`src/design/rsc_pkg.sv`:
```
// shared types, constants and helpers of the ray segment compositor
package rsc_pkg;

  // default sizes
  localparam int RSC_TABLE_SIZE     = 1024;
  localparam int RSC_MAX_COMPONENTS = 4;
  localparam int LANES_HW           = 4;

  // field widths
  localparam int REQ_W     = 2;
  localparam int COMP_W    = 2;
  localparam int INDEX_W   = 10;
  localparam int LEN_W     = 24;
  localparam int VALUE_W   = 32;
  localparam int COLOR_W   = 16;
  localparam int ATTEN_W   = 24;
  localparam int TAU_W     = 26;
  localparam int XP_W      = LEN_W + TAU_W + 1;
  localparam int X_W       = XP_W - 16;
  localparam int E_W       = 33;

  // stream and configuration port widths
  localparam int IN_DATA_W  = 168;
  localparam int IN_USER_W  = 3;
  localparam int OUT_DATA_W = 64;
  localparam int CFG_IDX_W  = 2;
  localparam int CFG_DATA_W = 3;

  // tdata field offsets
  localparam int OFS_LEN   = 0;
  localparam int OFS_V0    = 24;
  localparam int OFS_COMP  = 152;
  localparam int OFS_INDEX = 154;

  // request kinds
  localparam logic [REQ_W-1:0] REQ_SEGMENT = 2'd0;
  localparam logic [REQ_W-1:0] REQ_TABLE   = 2'd1;
  localparam logic [REQ_W-1:0] REQ_MAP     = 2'd2;

  // configuration register indexes
  localparam logic [CFG_IDX_W-1:0] CFG_INDEPENDENT = 2'd0;
  localparam logic [CFG_IDX_W-1:0] CFG_COUNT       = 2'd1;
  localparam logic [CFG_IDX_W-1:0] CFG_FOUR_CH     = 2'd2;

  // exp series constants, terms of exp(-1) in Q32.32, exp(-1) itself in Q0.32
  localparam int EXP_TERMS = 12;
  localparam logic [X_W-1:0] EXP_LIMIT = X_W'(12 * 65536);
  localparam logic [63:0] EXP_T0  = 64'd4294967296;
  localparam logic [63:0] EXP_T1  = EXP_T0 / 1;
  localparam logic [63:0] EXP_T2  = EXP_T1 / 2;
  localparam logic [63:0] EXP_T3  = EXP_T2 / 3;
  localparam logic [63:0] EXP_T4  = EXP_T3 / 4;
  localparam logic [63:0] EXP_T5  = EXP_T4 / 5;
  localparam logic [63:0] EXP_T6  = EXP_T5 / 6;
  localparam logic [63:0] EXP_T7  = EXP_T6 / 7;
  localparam logic [63:0] EXP_T8  = EXP_T7 / 8;
  localparam logic [63:0] EXP_T9  = EXP_T8 / 9;
  localparam logic [63:0] EXP_T10 = EXP_T9 / 10;
  localparam logic [63:0] EXP_T11 = EXP_T10 / 11;
  localparam logic [63:0] EXP_T12 = EXP_T11 / 12;
  localparam logic [63:0] EXP_POS = EXP_T0 + EXP_T2 + EXP_T4 + EXP_T6 + EXP_T8
                                  + EXP_T10 + EXP_T12;
  localparam logic [63:0] EXP_NEG = EXP_T1 + EXP_T3 + EXP_T5 + EXP_T7 + EXP_T9
                                  + EXP_T11;
  localparam logic [31:0] EXP_E1  = 32'(EXP_POS - EXP_NEG);

  // one table entry as read by a lane
  typedef struct packed {
    logic [ATTEN_W-1:0] att;
    logic [COLOR_W-1:0] blue;
    logic [COLOR_W-1:0] green;
    logic [COLOR_W-1:0] red;
  } lane_data_t;

  // accepted request as seen by the lanes
  typedef struct packed {
    logic                               accept;
    logic [REQ_W-1:0]                   req_type;
    logic [COMP_W-1:0]                  comp;
    logic [INDEX_W-1:0]                 index;
    logic [LANES_HW-1:0][VALUE_W-1:0]   value;
  } lane_req_t;

  // merge start control
  typedef struct packed {
    logic              start;
    logic [COMP_W-1:0] steps;
  } merge_ctrl_t;

  // clamp a signed word to a Q0.16 color
  function automatic logic [COLOR_W-1:0] clamp_color(input logic [VALUE_W-1:0] v);
    logic [COLOR_W-1:0] r;
    if (v[VALUE_W-1]) r = '0;
    else if (v[VALUE_W-2:COLOR_W] != '0) r = '1;
    else r = v[COLOR_W-1:0];
    return r;
  endfunction

  // clamp a signed word to a Q8.16 attenuation
  function automatic logic [ATTEN_W-1:0] clamp_atten(input logic [VALUE_W-1:0] v);
    logic [ATTEN_W-1:0] r;
    if (v[VALUE_W-1]) r = '0;
    else if (v[VALUE_W-2:ATTEN_W] != '0) r = '1;
    else r = v[ATTEN_W-1:0];
    return r;
  endfunction

endpackage

```
`src/design/rsc_exp.sv`:
```
// exp(-x) unit: truncated taylor series on the fraction, then powers of exp(-1)
module rsc_exp import rsc_pkg::*; (
  input  logic           clk_i,
  input  logic           rst_ni,
  input  logic           start_i,
  input  logic [X_W-1:0] x_i,
  output logic           busy_o,
  output logic [E_W-1:0] e_o
);

  localparam int F_W      = 16;
  localparam int K_W      = 4;
  localparam int N_W      = 4;
  localparam int DIV_BITS = 8;
  localparam int DIV_CYC  = 5;
  localparam int DIVR_W   = DIV_BITS * DIV_CYC;
  localparam int ACC_W    = E_W + 1;
  localparam int TP_W     = E_W + F_W;
  localparam int PW_W     = E_W + 32;

  localparam logic [2:0] E_IDLE = 3'd0;
  localparam logic [2:0] E_MUL  = 3'd1;
  localparam logic [2:0] E_DIV  = 3'd2;
  localparam logic [2:0] E_SUB  = 3'd3;
  localparam logic [2:0] E_POW  = 3'd4;

  logic [2:0]        state_q;
  logic [K_W-1:0]    k_q, rem_q, r_n;
  logic [N_W-1:0]    n_q;
  logic [2:0]        cnt_q;
  logic [F_W-1:0]    f_q;
  logic [E_W-1:0]    t_q, e_q, t_n;
  logic [ACC_W-1:0]  pos_q, neg_q;
  logic [DIVR_W-1:0] p_q, p_n;
  logic [TP_W-1:0]   tprod;
  logic [PW_W-1:0]   pw;
  logic [K_W:0]      r5;

  // eight restoring steps of the divide by the term number
  always_comb begin
    p_n = p_q;
    r_n = rem_q;
    r5  = '0;
    for (int i = 0; i < DIV_BITS; i++) begin
      r5  = {r_n, p_n[DIVR_W-1]};
      p_n = {p_n[DIVR_W-2:0], 1'b0};
      if (r5 >= {1'b0, k_q}) begin
        r5     = r5 - {1'b0, k_q};
        p_n[0] = 1'b1;
      end
      r_n = r5[K_W-1:0];
    end
  end

  assign t_n   = p_n[E_W-1:0];
  assign tprod = TP_W'(t_q) * TP_W'(f_q);
  assign pw    = PW_W'(e_q) * PW_W'(EXP_E1) + PW_W'(33'h080000000);

  // control
  always_ff @(posedge clk_i or negedge rst_ni) begin
    if (!rst_ni) begin
      state_q <= E_IDLE;
      k_q     <= '0;
      n_q     <= '0;
      cnt_q   <= '0;
    end else begin
      case (state_q)
        E_IDLE: begin
          if (start_i && (x_i < EXP_LIMIT)) begin
            k_q     <= K_W'(1);
            n_q     <= x_i[F_W +: N_W];
            state_q <= E_MUL;
          end
        end
        E_MUL: begin
          cnt_q   <= '0;
          state_q <= E_DIV;
        end
        E_DIV: begin
          cnt_q <= cnt_q + 1'b1;
          if (cnt_q == 3'(DIV_CYC - 1)) begin
            if (k_q == K_W'(EXP_TERMS)) begin
              state_q <= E_SUB;
            end else begin
              k_q     <= k_q + 1'b1;
              state_q <= E_MUL;
            end
          end
        end
        E_SUB: state_q <= E_POW;
        E_POW: begin
          if (n_q == '0) begin
            state_q <= E_IDLE;
          end else begin
            n_q <= n_q - 1'b1;
          end
        end
        default: state_q <= E_IDLE;
      endcase
    end
  end

  // datapath
  always_ff @(posedge clk_i) begin
    case (state_q)
      E_IDLE: begin
        if (start_i) begin
          if (x_i >= EXP_LIMIT) begin
            e_q <= '0;
          end else begin
            t_q   <= E_W'(EXP_T0);
            pos_q <= ACC_W'(EXP_T0);
            neg_q <= '0;
            f_q   <= x_i[F_W-1:0];
          end
        end
      end
      E_MUL: begin
        p_q   <= DIVR_W'(tprod[TP_W-1:F_W]);
        rem_q <= '0;
      end
      E_DIV: begin
        p_q   <= p_n;
        rem_q <= r_n;
        if (cnt_q == 3'(DIV_CYC - 1)) begin
          t_q <= t_n;
          if (k_q[0]) neg_q <= neg_q + ACC_W'(t_n);
          else pos_q <= pos_q + ACC_W'(t_n);
        end
      end
      E_SUB: begin
        e_q <= (pos_q >= neg_q) ? E_W'(pos_q - neg_q) : '0;
      end
      E_POW: begin
        if (n_q != '0) e_q <= pw[PW_W-1:32];
      end
      default: begin
      end
    endcase
  end

  assign busy_o = (state_q != E_IDLE);
  assign e_o    = e_q;

endmodule

```
`config.mk`:
```
export PLATFORM = sky130hd
export DESIGN_NAME = rsc_exp
export DESIGN_NICKNAME = d
export VERILOG_FILES = /design/src/design/rsc_pkg.sv /design/src/design/rsc_exp.sv
export SDC_FILE = /design/constraint.sdc
export NUM_CORES = 2
export LEC_CHECK = 0
export BUFFER_PORTS_ARGS = -buffer_cell sky130_fd_sc_hd__buf_2
export CAP_MARGIN = 0
export CORE_MARGIN = 1.5
export CORE_UTILIZATION = 45
export DETAILED_ROUTE_END_ITERATION = 8
export GPL_TIMING_DRIVEN = 0
export SLEW_MARGIN = 20
export SYNTH_ARGS = -nofsm -noshare
export SYNTH_HDL_FRONTEND = slang
export SYNTH_SLANG_ARGS = --single-unit
```
`constraint.sdc`:
```
create_clock -name clk_i -period 20.9 [get_ports clk_i]
set_input_delay 0 -clock clk_i [delete_from_list [all_inputs] [get_ports clk_i]]
set_output_delay 0 -clock clk_i [all_outputs]
set_load 0.02 [all_outputs]
```
==> summary.txt <==
WS Path Type: flip-flop to flip-flop
DR vias: 33.3k
Die X: 327 um
Root Buffer: clkbuf_16
Initial antenna violation count: 1
GRT met2 Usage: 0.414
Power Total: 4280 uW
Post-synthesis register bit count: 208
Gpl congestion: 0.928
Power per cell area: 84.6 mW/mm2
Final Skew: 0.0117 ns
Post-cts repair resize count: 0
Final Cycle Share: 0.902
EDFF count, synth: 194
Syn Inst Count: 4822
GR Layer Usage met1: 0.348
Nets: 6548
Maximum clock rate: 53.0 MHz
Critical hold path startpoint: start_i
Leakage: 0.0264 uW
Worst Tran Pin Value: 1.16 ns
Top delay family on crit path: compound AO/OA/AOI/OAI gates
First-pass GRT wire length: 205000 um
Final Hold Viols: 0
Total GRT Usage: 0.250
Crit-path slowest cell: a2111oi_0
Number of distinct standard cells referenced by the synthesized netlist: 82
Gr busiest metal: met2
Via/cell ratio: 5.25
Hold slack: 0.0988 ns
Crit Path Max Fanout: 15
Max-cap violations: 0
Final wirelength: 128000 um
Critical Path Source Type: flip-flop
Syn nets: 6423
ANT cells: 0
Seq/Total Area, Yosys: 0.131
Maximum VDD drop: 157 uV
PortBufs: 71
Post-synth top flop: edfxtp_1
Worst-Skew Late Latency: 0.56 ns
Share of layout cells above drive strength 1: 0.0314
Syn Area/Cell: 9.79 um2
# Post-CTS Setup Buffers: 0
Post-CTS Hold Buffers: 22
WL per Instance: 20.2 um
Die area: 0.107 mm2
Pin count of the biggest net entering global routing: 34
CTS buffer count: 24
Status: finished clean
Vias in the first global route: 35.2k
Place WS: 2.20 ns
Final max-slew violation count: 0
Slew HR: 0.229
Row count: 118
Critical path data arrival time: 19.13 ns
Type of the tightest min-delay check: input port to flip-flop
R2R Path Start: k_q[1]$_DFFE_PN0P_
Cell Area, Synth: 0.0472 mm2
Asr flop ratio synth: 0.0673
Core Util, Final: 0.487
Initial DRC count: 2049
GR Overflow Total: 0
WP data required: 21.18 ns
Setup crit end kind: flip-flop
Area Growth Syn to Fin: 7.03%
Met3 Use GR: 0.0296
Floorplan core area: 0.104 mm2
CTS tree: done
Unrepaired setup endpoints after global routing: false
Final Critical Period: 18.85 ns
Deepest clock path buffer count: 3
Boundary Pins: 72
Final ANT Viol Nets: 0
DPL Wire Length: 109000 um
Worst Setup Slack, final: 2.05 ns
Clock Sinks: 208
Crit-path max cell delay: 0.73 ns
First-pass iteration count of the detailed router: 5
Critical Path Source: k_q[1]$_DFFE_PN0P_
WP buf/inv: 7
Synth warn: 0
DRC errors left: 0
Clock transition at path regs: 0.07 ns
Setup_tns: 0 ns
Initial Util: 0.455
Die Ht: 327 um
Htree depth: 1
Most frequent CP cell: ha_1
Final setup fails: 0
-- logic make-up (layout without fill, tap and decap cells) --
family / Yosys count / in the layout / synth area share
AO/OA/AOI/OAI: 554 / 554 / 0.0782
XOR/XNOR: 158 / 158 / 0.0293
adder cells (fa/ha/maj): 1563 / 1563 / 0.554
buffers and inverters: 1311 / 1451 / 0.105
flip-flops: 208 / 208 / 0.131
multiplexers: 11 / 11 / 0.00307
AND/OR/NAND/NOR: 1017 / 1017 / 0.100
-- final timing paths --
kind	to	slack, ns	depth (start not counted)
max in group asynchronous	n_q[1]$_DFFE_PN0P_	19.71	3
hold / removal	k_q[3]$_DFFE_PN0P_	0.1	5
min in group asynchronous	k_q[2]$_DFFE_PN0P_	0.64	3
setup / recovery	pos_q[30]$_SDFFCE_PN0P_	2.05	72
hold reg to reg	cnt_q[0]$_DFFE_PN0P_	0.50	1
setup reg to reg	pos_q[30]$_SDFFCE_PN0P_	2.05	72
-- final cells by class --
cell class	count	area, um2
plain buffers	119	463
flip-flops and latches	208	6180
inverters	1192	4480
fillers	9757	53200
multi-input cells	3303	36200
clock inverters	16	198
well taps	1380	1730
clock buffers	25	604
repair buffers	99	733
-- metrics by stage --
stage / instance area (um2) / cells
after floorplan: 47200 / 4822
final: 50500 / 6342
after global routing: 50500 / 6342
after detailed placement: 49500 / 6279
after global placement: 49300 / 6273
after CTS: 50500 / 6342
-- where the power goes --
group / internal (uW) / switching (uW)
combinational: 1420 / 1950
clock: 259 / 188
sequential: 452 / 14.2
-- layer usage --
| metal | wire (um) | up-vias |
|---|---|---|
| met4 | 4030 | 0 |
| li1 | - | 15400 |
| met5 | 0 | - |
| met2 | 60400 | 855 |
| met3 | 6960 | 174 |
| met1 | 57000 | 16800 |
-- synth_stat cells (7+ instances only) --
cell,n,area share
o21bai_1,15,0.0024
ha_1,685,0.18
nor2b_1,16,0.0021
a21o_1,103,0.016
nand3_1,31,0.0033
nor3_1,48,0.0051
and2_1,150,0.020
fa_1,878,0.37
o21a_1,26,0.0041
xnor2_1,82,0.015
clkbuf_1,115,0.0091
nor2_1,142,0.011
a211o_1,10,0.0019
edfxtp_1,194,0.12
a211oi_1,31,0.0049
dfrtp_1,14,0.0074
or3_1,11,0.0015
a21oi_1,133,0.014
nand4_1,23,0.0030
o22ai_1,30,0.0040
nand2b_1,29,0.0038
and3_1,50,0.0066
o21ai_0,101,0.011
inv_1,1189,0.094
a31oi_1,7,0.00093
nand2_1,487,0.039
o31ai_1,7,0.0011
xor2_1,76,0.014
-- tightest hold or removal path, stage by stage --
cell and delay [ns]:
buf_2 0.14, nand2_1 0.15, nor2_4 0.05, buf_12 0.16
nor2_1 0.11
-- cell usage in the layout, fill, tap and decap left out, types with 31 or more instances in the layout --
master	netlist	layout
inv_1	1189	1188
fa_1	878	878
ha_1	685	685
nand2_1	487	487
edfxtp_1	194	194
and2_1	150	150
nor2_1	142	141
a21oi_1	133	130
clkbuf_1	115	116
a21o_1	103	103
o21ai_0	101	101
xnor2_1	82	82
xor2_1	76	76
buf_2	1	72
and3_1	50	50
nor3_1	48	48
a211oi_1	31	31
nand3_1	31	31
-- sequential cells by signal (all words and copies together) (netlist names), 16 cells and up --
register and cells:
neg_q 34, p_q 40, pos_q 34, t_q 33, e_o 33, f_q 16
No activity file was read; power rests on OpenSTA's default activity.
